## src/design/spiee_pkg.sv

```systemverilog
`timescale 1ns / 1ps
// shared types and constants for the spi eeprom access sequencer
// no dependencies; used by every module of the block
package spiee_pkg;

  // serial eeprom command bytes
  localparam logic [7:0] CMD_WREN  = 8'h06;
  localparam logic [7:0] CMD_WRITE = 8'h02;
  localparam logic [7:0] CMD_READ  = 8'h03;
  localparam logic [7:0] CMD_RDSR  = 8'h05;

  // write-in-progress bit of the status byte
  localparam int unsigned WIP_BIT = 0;

  // default depth of the queue between front and back
  localparam int unsigned QUEUE_DEPTH = 2;

  // one classified tick as it travels from front to back
  typedef struct packed {
    logic        start;      // request present on this tick
    logic        is_write;   // write access, starts with write enable
    logic [7:0]  first_cmd;  // first command byte of the access
    logic [15:0] address;
    logic [7:0]  write_data;
    logic        miso;
  } item_t;

endpackage

```

## src/design/spiee_front.sv

```systemverilog
`timescale 1ns / 1ps
// front end: takes one tick per cycle while the queue is not full, and classifies its request
// depends on spiee_pkg
module spiee_front (
  input  logic                 in_valid,
  output logic                 in_stall,
  input  logic                 in_req_valid,
  input  logic                 in_mode,
  input  logic [15:0]          in_address,
  input  logic [7:0]           in_write_data,
  input  logic                 in_miso,
  input  logic                 q_full,
  output logic                 q_push,
  output spiee_pkg::item_t     q_item
);
  import spiee_pkg::*;

  assign in_stall = q_full;
  assign q_push   = in_valid && !q_full;

  always_comb begin
    q_item.start      = in_req_valid;
    q_item.is_write   = in_mode;
    q_item.first_cmd  = in_mode ? CMD_WREN : CMD_READ;
    q_item.address    = in_address;
    q_item.write_data = in_write_data;
    q_item.miso       = in_miso;
  end

endmodule

```

## src/design/spiee_queue.sv

```systemverilog
`timescale 1ns / 1ps
// short fifo between the front and the back
// depends on spiee_pkg for the item type
module spiee_queue #(
  parameter int unsigned DEPTH = spiee_pkg::QUEUE_DEPTH
) (
  input  logic              clk,
  input  logic              rst_n,
  input  logic              push,
  input  spiee_pkg::item_t  push_item,
  output logic              full,
  input  logic              pop,
  output logic              q_valid,
  output spiee_pkg::item_t  q_item
);
  import spiee_pkg::*;

  localparam int unsigned PTR_W = $clog2(DEPTH);
  localparam int unsigned CNT_W = $clog2(DEPTH + 1);
  localparam logic [PTR_W-1:0] LAST = PTR_W'(DEPTH - 1);

  item_t            mem_r [DEPTH];
  logic [PTR_W-1:0] wr_ptr_r;
  logic [PTR_W-1:0] rd_ptr_r;
  logic [CNT_W-1:0] count_r;
  logic             do_push;
  logic             do_pop;

  assign full    = (count_r == CNT_W'(DEPTH));
  assign q_valid = (count_r != '0);
  assign q_item  = mem_r[rd_ptr_r];
  assign do_push = push && !full;
  assign do_pop  = pop && q_valid;

  always_ff @(posedge clk) begin
    if (do_push) begin
      mem_r[wr_ptr_r] <= push_item;
    end
  end

  always_ff @(posedge clk) begin
    if (!rst_n) begin
      wr_ptr_r <= '0;
      rd_ptr_r <= '0;
      count_r  <= '0;
    end else begin
      if (do_push) begin
        wr_ptr_r <= (wr_ptr_r == LAST) ? '0 : wr_ptr_r + 1'b1;
      end
      if (do_pop) begin
        rd_ptr_r <= (rd_ptr_r == LAST) ? '0 : rd_ptr_r + 1'b1;
      end
      if (do_push && !do_pop) begin
        count_r <= count_r + 1'b1;
      end else if (do_pop && !do_push) begin
        count_r <= count_r - 1'b1;
      end
    end
  end

  a_count_range: assert property (@(posedge clk) disable iff (!rst_n)
    count_r <= CNT_W'(DEPTH))
    else $error("queue count beyond depth");

  a_no_push_full: assert property (@(posedge clk) disable iff (!rst_n)
    full |=> count_r != '0)
    else $error("full queue lost its entries without a pop");

  a_ptr_match: assert property (@(posedge clk) disable iff (!rst_n)
    (count_r == '0) |-> (wr_ptr_r == rd_ptr_r))
    else $error("empty queue with pointers apart");

endmodule

```

## src/design/spiee_back.sv

```systemverilog
`timescale 1ns / 1ps
// back end: spi mode 0 sequencer for the eeprom commands plus result register
// depends on spiee_pkg
module spiee_back (
  input  logic              clk,
  input  logic              rst_n,
  input  logic              q_valid,
  input  spiee_pkg::item_t  q_item,
  output logic              q_pop,
  output logic              out_valid,
  input  logic              out_stall,
  output logic              out_sclk,
  output logic              out_mosi,
  output logic              out_cs_n,
  output logic              out_busy_res,
  output logic              out_read_valid,
  output logic [7:0]        out_read_data,
  output logic              out_write_done
);
  import spiee_pkg::*;

  typedef enum logic [3:0] {
    PH_IDLE   = 4'd0,
    PH_RD_CMD = 4'd1,
    PH_RD_AH  = 4'd2,
    PH_RD_AL  = 4'd3,
    PH_RD_DAT = 4'd4,
    PH_WREN   = 4'd5,
    PH_WR_GAP = 4'd6,
    PH_WR_CMD = 4'd7,
    PH_WR_AH  = 4'd8,
    PH_WR_AL  = 4'd9,
    PH_WR_DAT = 4'd10,
    PH_ST_GAP = 4'd11,
    PH_ST_CMD = 4'd12,
    PH_ST_DAT = 4'd13
  } phase_t;

  phase_t      phase_r, phase_nxt;
  logic [2:0]  bit_count_r, bit_count_nxt;
  logic        clock_level_r, clock_level_nxt;
  logic [7:0]  tx_shift_r, tx_shift_nxt;
  logic [7:0]  rx_shift_r, rx_shift_nxt;
  logic [15:0] addr_hold_r, addr_hold_nxt;
  logic [7:0]  data_hold_r, data_hold_nxt;

  logic        out_valid_r, out_valid_nxt;
  logic        sclk_r, sclk_nxt;
  logic        mosi_r, mosi_nxt;
  logic        cs_n_r, cs_n_nxt;
  logic        busy_r, busy_nxt;
  logic        rv_r, rv_nxt;
  logic [7:0]  rd_r, rd_nxt;
  logic        wd_r, wd_nxt;

  logic        take;
  logic        start_en;
  phase_t      start_ph;
  logic [7:0]  start_val;
  logic        desel_en;
  phase_t      desel_ph;

  // the result register frees up when it is empty or being taken
  assign take  = q_valid && (!out_valid_r || !out_stall);
  assign q_pop = take;

  always_comb begin
    phase_nxt       = phase_r;
    bit_count_nxt   = bit_count_r;
    clock_level_nxt = clock_level_r;
    tx_shift_nxt    = tx_shift_r;
    rx_shift_nxt    = rx_shift_r;
    addr_hold_nxt   = addr_hold_r;
    data_hold_nxt   = data_hold_r;
    sclk_nxt        = 1'b0;
    mosi_nxt        = 1'b0;
    cs_n_nxt        = 1'b1;
    rv_nxt          = 1'b0;
    rd_nxt          = '0;
    wd_nxt          = 1'b0;
    start_en        = 1'b0;
    start_ph        = PH_IDLE;
    start_val       = '0;
    desel_en        = 1'b0;
    desel_ph        = PH_IDLE;

    case (phase_r)
      PH_IDLE: begin
        if (q_item.start) begin
          addr_hold_nxt = q_item.address;
          data_hold_nxt = q_item.write_data;
          start_en      = 1'b1;
          start_ph      = q_item.is_write ? PH_WREN : PH_RD_CMD;
          start_val     = q_item.first_cmd;
        end
      end
      PH_WR_GAP: begin
        start_en  = 1'b1;
        start_ph  = PH_WR_CMD;
        start_val = CMD_WRITE;
      end
      PH_ST_GAP: begin
        start_en  = 1'b1;
        start_ph  = PH_ST_CMD;
        start_val = CMD_RDSR;
      end
      PH_RD_CMD, PH_RD_AH, PH_RD_AL, PH_RD_DAT, PH_WREN, PH_WR_CMD,
      PH_WR_AH, PH_WR_AL, PH_WR_DAT, PH_ST_CMD, PH_ST_DAT: begin
        if (!clock_level_r) begin
          // high half of the bit: sample miso
          rx_shift_nxt    = {rx_shift_r[6:0], q_item.miso};
          clock_level_nxt = 1'b1;
          cs_n_nxt        = 1'b0;
          sclk_nxt        = 1'b1;
          mosi_nxt        = tx_shift_r[7];
        end else if (bit_count_r != 3'd7) begin
          bit_count_nxt   = bit_count_r + 3'd1;
          tx_shift_nxt    = {tx_shift_r[6:0], 1'b0};
          clock_level_nxt = 1'b0;
          cs_n_nxt        = 1'b0;
          mosi_nxt        = tx_shift_r[6];
        end else begin
          // byte finished: pick the next byte or close the window
          case (phase_r)
            PH_RD_CMD: begin
              start_en  = 1'b1;
              start_ph  = PH_RD_AH;
              start_val = addr_hold_r[15:8];
            end
            PH_RD_AH: begin
              start_en  = 1'b1;
              start_ph  = PH_RD_AL;
              start_val = addr_hold_r[7:0];
            end
            PH_RD_AL: begin
              start_en  = 1'b1;
              start_ph  = PH_RD_DAT;
            end
            PH_RD_DAT: begin
              desel_en = 1'b1;
              rv_nxt   = 1'b1;
              rd_nxt   = rx_shift_r;
            end
            PH_WREN: begin
              desel_en = 1'b1;
              desel_ph = PH_WR_GAP;
            end
            PH_WR_CMD: begin
              start_en  = 1'b1;
              start_ph  = PH_WR_AH;
              start_val = addr_hold_r[15:8];
            end
            PH_WR_AH: begin
              start_en  = 1'b1;
              start_ph  = PH_WR_AL;
              start_val = addr_hold_r[7:0];
            end
            PH_WR_AL: begin
              start_en  = 1'b1;
              start_ph  = PH_WR_DAT;
              start_val = data_hold_r;
            end
            PH_WR_DAT: begin
              desel_en = 1'b1;
              desel_ph = PH_ST_GAP;
            end
            PH_ST_CMD: begin
              start_en  = 1'b1;
              start_ph  = PH_ST_DAT;
            end
            default: begin
              // status byte: poll again while write is in progress
              desel_en = 1'b1;
              if (rx_shift_r[WIP_BIT]) begin
                desel_ph = PH_ST_GAP;
              end else begin
                wd_nxt = 1'b1;
              end
            end
          endcase
        end
      end
      default: begin
        desel_en = 1'b1;
      end
    endcase

    if (start_en) begin
      phase_nxt       = start_ph;
      tx_shift_nxt    = start_val;
      bit_count_nxt   = '0;
      clock_level_nxt = 1'b0;
      cs_n_nxt        = 1'b0;
      sclk_nxt        = 1'b0;
      mosi_nxt        = start_val[7];
    end
    if (desel_en) begin
      phase_nxt       = desel_ph;
      bit_count_nxt   = '0;
      clock_level_nxt = 1'b0;
      cs_n_nxt        = 1'b1;
      sclk_nxt        = 1'b0;
      mosi_nxt        = 1'b0;
    end

    busy_nxt      = (phase_nxt != PH_IDLE);
    out_valid_nxt = take || (out_valid_r && out_stall);
  end

  always_ff @(posedge clk) begin
    if (!rst_n) begin
      phase_r       <= PH_IDLE;
      bit_count_r   <= '0;
      clock_level_r <= 1'b0;
      tx_shift_r    <= '0;
      rx_shift_r    <= '0;
      addr_hold_r   <= '0;
      data_hold_r   <= '0;
      out_valid_r   <= 1'b0;
    end else begin
      out_valid_r <= out_valid_nxt;
      if (take) begin
        phase_r       <= phase_nxt;
        bit_count_r   <= bit_count_nxt;
        clock_level_r <= clock_level_nxt;
        tx_shift_r    <= tx_shift_nxt;
        rx_shift_r    <= rx_shift_nxt;
        addr_hold_r   <= addr_hold_nxt;
        data_hold_r   <= data_hold_nxt;
      end
    end
    if (take) begin
      sclk_r <= sclk_nxt;
      mosi_r <= mosi_nxt;
      cs_n_r <= cs_n_nxt;
      busy_r <= busy_nxt;
      rv_r   <= rv_nxt;
      rd_r   <= rd_nxt;
      wd_r   <= wd_nxt;
    end
  end

  assign out_valid      = out_valid_r;
  assign out_sclk       = sclk_r;
  assign out_mosi       = mosi_r;
  assign out_cs_n       = cs_n_r;
  assign out_busy_res   = busy_r;
  assign out_read_valid = rv_r;
  assign out_read_data  = rd_r;
  assign out_write_done = wd_r;

  a_done_exclusive: assert property (@(posedge clk) disable iff (!rst_n)
    out_valid_r |-> !(rv_r && wd_r))
    else $error("read and write completion in the same tick");

  a_deselect_quiet: assert property (@(posedge clk) disable iff (!rst_n)
    (out_valid_r && cs_n_r) |-> (!sclk_r && !mosi_r))
    else $error("serial lines active while deselected");

  a_done_ends_busy: assert property (@(posedge clk) disable iff (!rst_n)
    (out_valid_r && (rv_r || wd_r)) |-> (!busy_r && cs_n_r))
    else $error("completion pulse while still busy or selected");

  a_idle_no_clock: assert property (@(posedge clk) disable iff (!rst_n)
    (phase_r == PH_IDLE) |-> !clock_level_r)
    else $error("idle with serial clock high");

endmodule

```

## src/design/spi_eeprom_access_sequencer_unit.sv

```systemverilog
`timescale 1ns / 1ps
// spi eeprom access sequencer: one tick in, one line state out, every cycle while neither side stalls
// an accepted tick's result passes the queue entry, then the result register
// throughput: one tick per cycle unless out_stall holds the result register, one sequencer step per tick
// the two-entry queue takes two more ticks while a result waits on out_stall, then stalls input
// reset (rst_n low, synchronous): idle, queue and result register empty
module spi_eeprom_access_sequencer_unit #(
  parameter int unsigned QDEPTH = spiee_pkg::QUEUE_DEPTH
) (
  input  logic        clk,
  input  logic        rst_n,
  input  logic        in_valid,
  output logic        in_stall,
  input  logic        in_req_valid,
  input  logic        in_mode,
  input  logic [15:0] in_address,
  input  logic [7:0]  in_write_data,
  input  logic        in_miso,
  output logic        out_valid,
  input  logic        out_stall,
  output logic        out_sclk,
  output logic        out_mosi,
  output logic        out_cs_n,
  output logic        out_busy_res,
  output logic        out_read_valid,
  output logic [7:0]  out_read_data,
  output logic        out_write_done
);
  import spiee_pkg::*;

  logic  q_full;
  logic  q_push;
  item_t push_item;
  logic  q_pop;
  logic  q_valid;
  item_t q_item;

  spiee_front u_front (
    .in_valid      (in_valid),
    .in_stall      (in_stall),
    .in_req_valid  (in_req_valid),
    .in_mode       (in_mode),
    .in_address    (in_address),
    .in_write_data (in_write_data),
    .in_miso       (in_miso),
    .q_full        (q_full),
    .q_push        (q_push),
    .q_item        (push_item)
  );

  spiee_queue #(
    .DEPTH (QDEPTH)
  ) u_queue (
    .clk       (clk),
    .rst_n     (rst_n),
    .push      (q_push),
    .push_item (push_item),
    .full      (q_full),
    .pop       (q_pop),
    .q_valid   (q_valid),
    .q_item    (q_item)
  );

  spiee_back u_back (
    .clk            (clk),
    .rst_n          (rst_n),
    .q_valid        (q_valid),
    .q_item         (q_item),
    .q_pop          (q_pop),
    .out_valid      (out_valid),
    .out_stall      (out_stall),
    .out_sclk       (out_sclk),
    .out_mosi       (out_mosi),
    .out_cs_n       (out_cs_n),
    .out_busy_res   (out_busy_res),
    .out_read_valid (out_read_valid),
    .out_read_data  (out_read_data),
    .out_write_done (out_write_done)
  );

endmodule

```

## config.mk

```make
export PLATFORM = sky130hd
export DESIGN_NAME = spi_eeprom_access_sequencer_unit
export DESIGN_NICKNAME = d
export VERILOG_FILES = /design/src/design/spiee_pkg.sv /design/src/design/spiee_front.sv /design/src/design/spiee_queue.sv /design/src/design/spiee_back.sv /design/src/design/spi_eeprom_access_sequencer_unit.sv
export SDC_FILE = /design/constraint.sdc
export NUM_CORES = 1
export LEC_CHECK = 0
export ABC_AREA = 1
export BUFFER_PORTS_ARGS = -buffer_cell sky130_fd_sc_hd__buf_2
export CAP_MARGIN = 20
export CORE_ASPECT_RATIO = 1.1
export CORE_UTILIZATION = 43
export DETAILED_ROUTE_END_ITERATION = 10
export GPL_TIMING_DRIVEN = 0
export SKIP_CTS_REPAIR_TIMING = 1
export SLEW_MARGIN = 30
export SYNTH_ARGS = -nofsm -noshare
export SYNTH_HDL_FRONTEND = slang
export SYNTH_SLANG_ARGS = --single-unit
```

## constraint.sdc

```tcl
create_clock -name clk -period 5.6 [get_ports clk]
set_input_delay 0.84 -clock clk [delete_from_list [all_inputs] [get_ports clk]]
set_output_delay 0.84 -clock clk [all_outputs]
set_load 0.05 [all_outputs]
```

==> metrics.txt <==
status finished with violations; failing checks design-rule violations; fin util 52.94%; die span in x 107.7 um; Slew @ Worst Pin 0.7571 ns; Total GRT Usage 19.45%; worst skew pair latency 0.41 ns; worst min path class flop to flop; worst hold start u_queue.rd_ptr_r$_SDFFE_PN0P_; Adder-Cell Fraction of Synth Area less than 1%; Area Growth Syn to Fin 20.14%; Placeable Area between 10,000 and 15,000 um2; CP endpoint kind flop; fin crit share between 30% and 40%; Critical path origin u_queue.count_r[1]$_SDFFE_PN0P_; CTS Buf Count 17; Max Cap Violations 0; first-pass GRT wire length 18,940 um; DR vias/cell 4.920; crit path launch type flop; Synth area leader edfxtp_1; Die ar. between 10,000 and 15,000 um2; CTS H-tree depth 4; Initial Util 44.07%; RSZ-0062 raised after global routing false; final-report setup violation count 0; Root Buffer clkbuf_16; flop-to-flop setup slack approximately 3.5 ns; Hold Fails Final Rpt 0; I/O Pins 47; total routed wirelength ~11,000 um; Yosys reg bits between 100 and 150; Synth Area in Compound Gates 10.69%; IR drop worst, VDD between 0.2 and 0.3 mV; synth top area cells edfxtp_1 (40%), dfxtp_1 (20%), nand2_1 (11%), o21ai_0 (4.0%), nor2_1 (3.6%); Slew HR approximately half; Synth Instances 571; Rows 42; CP Class flop to flop; Post-Synth XOR/XNOR Area 0%; largest family of logic cells by synthesized area simple AND/OR/NAND/NOR gates; Syn Nets a little over 600; mux contribution to synthesized area 0%; Die Ht 118.2 um; first-pass detailed-route iteration total 7; Setup TNS Final 0 ns; worst-path fanout max 5; via count ~4,000; vias in the first global route 4,039; most common flop cell mapped by yosys edfxtp_1; Simple-Gate Fraction of Synth Area 22.73%; post-synth cell types 33; fraction of layout instances using a drive strength above 1 19.85%; RR Startpoint u_queue.count_r[1]$_SDFFE_PN0P_; dpl hpwl 8162 um; initial antenna violation count 0; initial DRC count 169; Congestion Overflow GR 0; routed len/inst approximately 14 um; RePlAce Congestion between 0.8 and 0.9; Post-synth EDFFs 70; Yosys warnings 0; P_leak 2.672 nW; DRC viols 1; Synth top area share between 30 and 40%; FILL cells 1,130; Synth top cells by count nand2_1 (157), edfxtp_1 (70), dfxtp_1 (54), nor2_1 (50), inv_1 (43); power per cell area ~600 nW/um2; Buffers on Ports 45; Ant. Diodes 0; NumNets Final between 600 and 700; Mapped Area between 5000 and 6000 um2; Routed Antenna Nets 0; CTS Buffer Depth 2; Clock transition at path regs approximately 0.060 ns; Critical Path RT 5.89 ns; Seq/Total Area, Yosys 60.28%; TritonCTS clock tree yes; skew final around 0.006 ns; synthesized area per cell 9.247 um2; largest net degree at the start of global routing 24; crit path time final roughly 2.1 ns; # clock sinks 124; WP data arrival between 2 and 2.5 ns; fin. max-slew vios 0; fmax around 0.47 GHz; count leader, synth nand2_1; FFs w/ async S/R, synth 0%
layout by cell type, fill, tap and decap left out, types with 2 or more instances in the layout:
cell type and count:
inv_1 43, o21ai_1 3, nand3_1 30, nand2_1 157, bufinv_16 2, nand2_4 4
dfxtp_1 54, buf_16 2, o21ai_0 42, nor2_4 6, clkinv_4 3, o211ai_1 6
inv_2 10, nand2_2 9, clkbuf_16 17, clkinv_2 3, a21oi_1 23, a31oi_1 22
nor2_1 48, nor2_2 5, buf_2 50, clkinvlp_4 3, edfxtp_1 70, ha_1 3
clkbuf_1 13, inv_6 2, a21oi_2 2, nand3_2 4
power breakdown:
| group | switching [mW] | internal (mW) |
|---|---|---|
| clock network | 0.402 | 0.654 |
| registers | 0.109 | 1.25 |
| logic | 1.04 | 0.412 |
worst paths after layout:
kind                                           to  depth (start not counted)
setup reg to reg  u_queue.count_r[1]$_SDFFE_PN0P_                          8
setup / recovery  u_queue.count_r[1]$_SDFFE_PN0P_                          8
hold reg to reg                              flop                          1
hold / removal                               flop                          1
flip-flops by register name (all words and copies together) (netlist names), named ones only:
signal                 flops
u_back.rx_shift_r          8
u_back.out_mosi            1
u_back.tx_shift_r          8
u_queue.wr_ptr_r           1
u_queue.count_r            2
u_back.out_read_data       8
u_back.bit_count_r         3
u_back.out_write_done      1
u_back.phase_r             4
u_back.out_cs_n            1
u_back.data_hold_r         8
u_queue.mem_r             56
u_back.out_sclk            1
u_back.out_busy_res        1
u_back.clock_level_r       1
u_back.addr_hold_r        16
u_queue.rd_ptr_r           1
u_back.out_valid           1
u_back.out_read_valid      1
critical path: stages, from the launching register on:
cell and delay (ns):
dfxtp_1 0.33, inv_1 0.08, o21ai_0 0.61, inv_1 0.15
ha_1 0.34, a21oi_1 0.13, o21ai_0 0.13, o21ai_0 0.19
a21oi_1 0.05
metrics by stage:
stage	setup WS, ns	hold WS (ns)	instance area (um2)	cells	total power [mW]
6_report	3.459	0.4515	6344	804	3.870
3_3_place_gp	2.148	0.4356	5698	770	2.788
5_1_grt	3.292	0.4764	6344	804	4.139
4_1_cts	3.459	0.4548	6344	804	3.900
3_5_place_dp	3.083	0.4469	5769	772	2.840
2_1_floorplan	2.993	0.4257	5280	571	2.453
cell type report:
class                      instances  area (um2)  share of cell area, %
inverter                          53       198.9                  3.136
tap                              154       192.7                  3.037
sequential                       124        3183                  50.18
clock inverter                    14       145.1                  2.288
clock buffer                      18       429.2                  6.765
buffer                            21       97.59                  1.538
timing repair buffer              47       280.3                  4.418
multi-input combinational        373        1817                  28.64
logic make-up after synthesis:
family,count (synthesis)
and+or+nand+nor,269
buffers and inverters,74
DFF,124
AOI/OAI and AO/OA,101
adders and majority gates,3
metal layers:
metal | track usage (%) | up-vias | wire length, um
li1 | - | 2046 | -
met1 | 23.17 | 1816 | 5011
met4 | 6.849 | 0 | 172
met5 | 0 | - | 0
met3 | 5.461 | 15 | 412
met2 | 33.25 | 79 | 5650
Note: power is estimated with default switching activity, not from simulation.
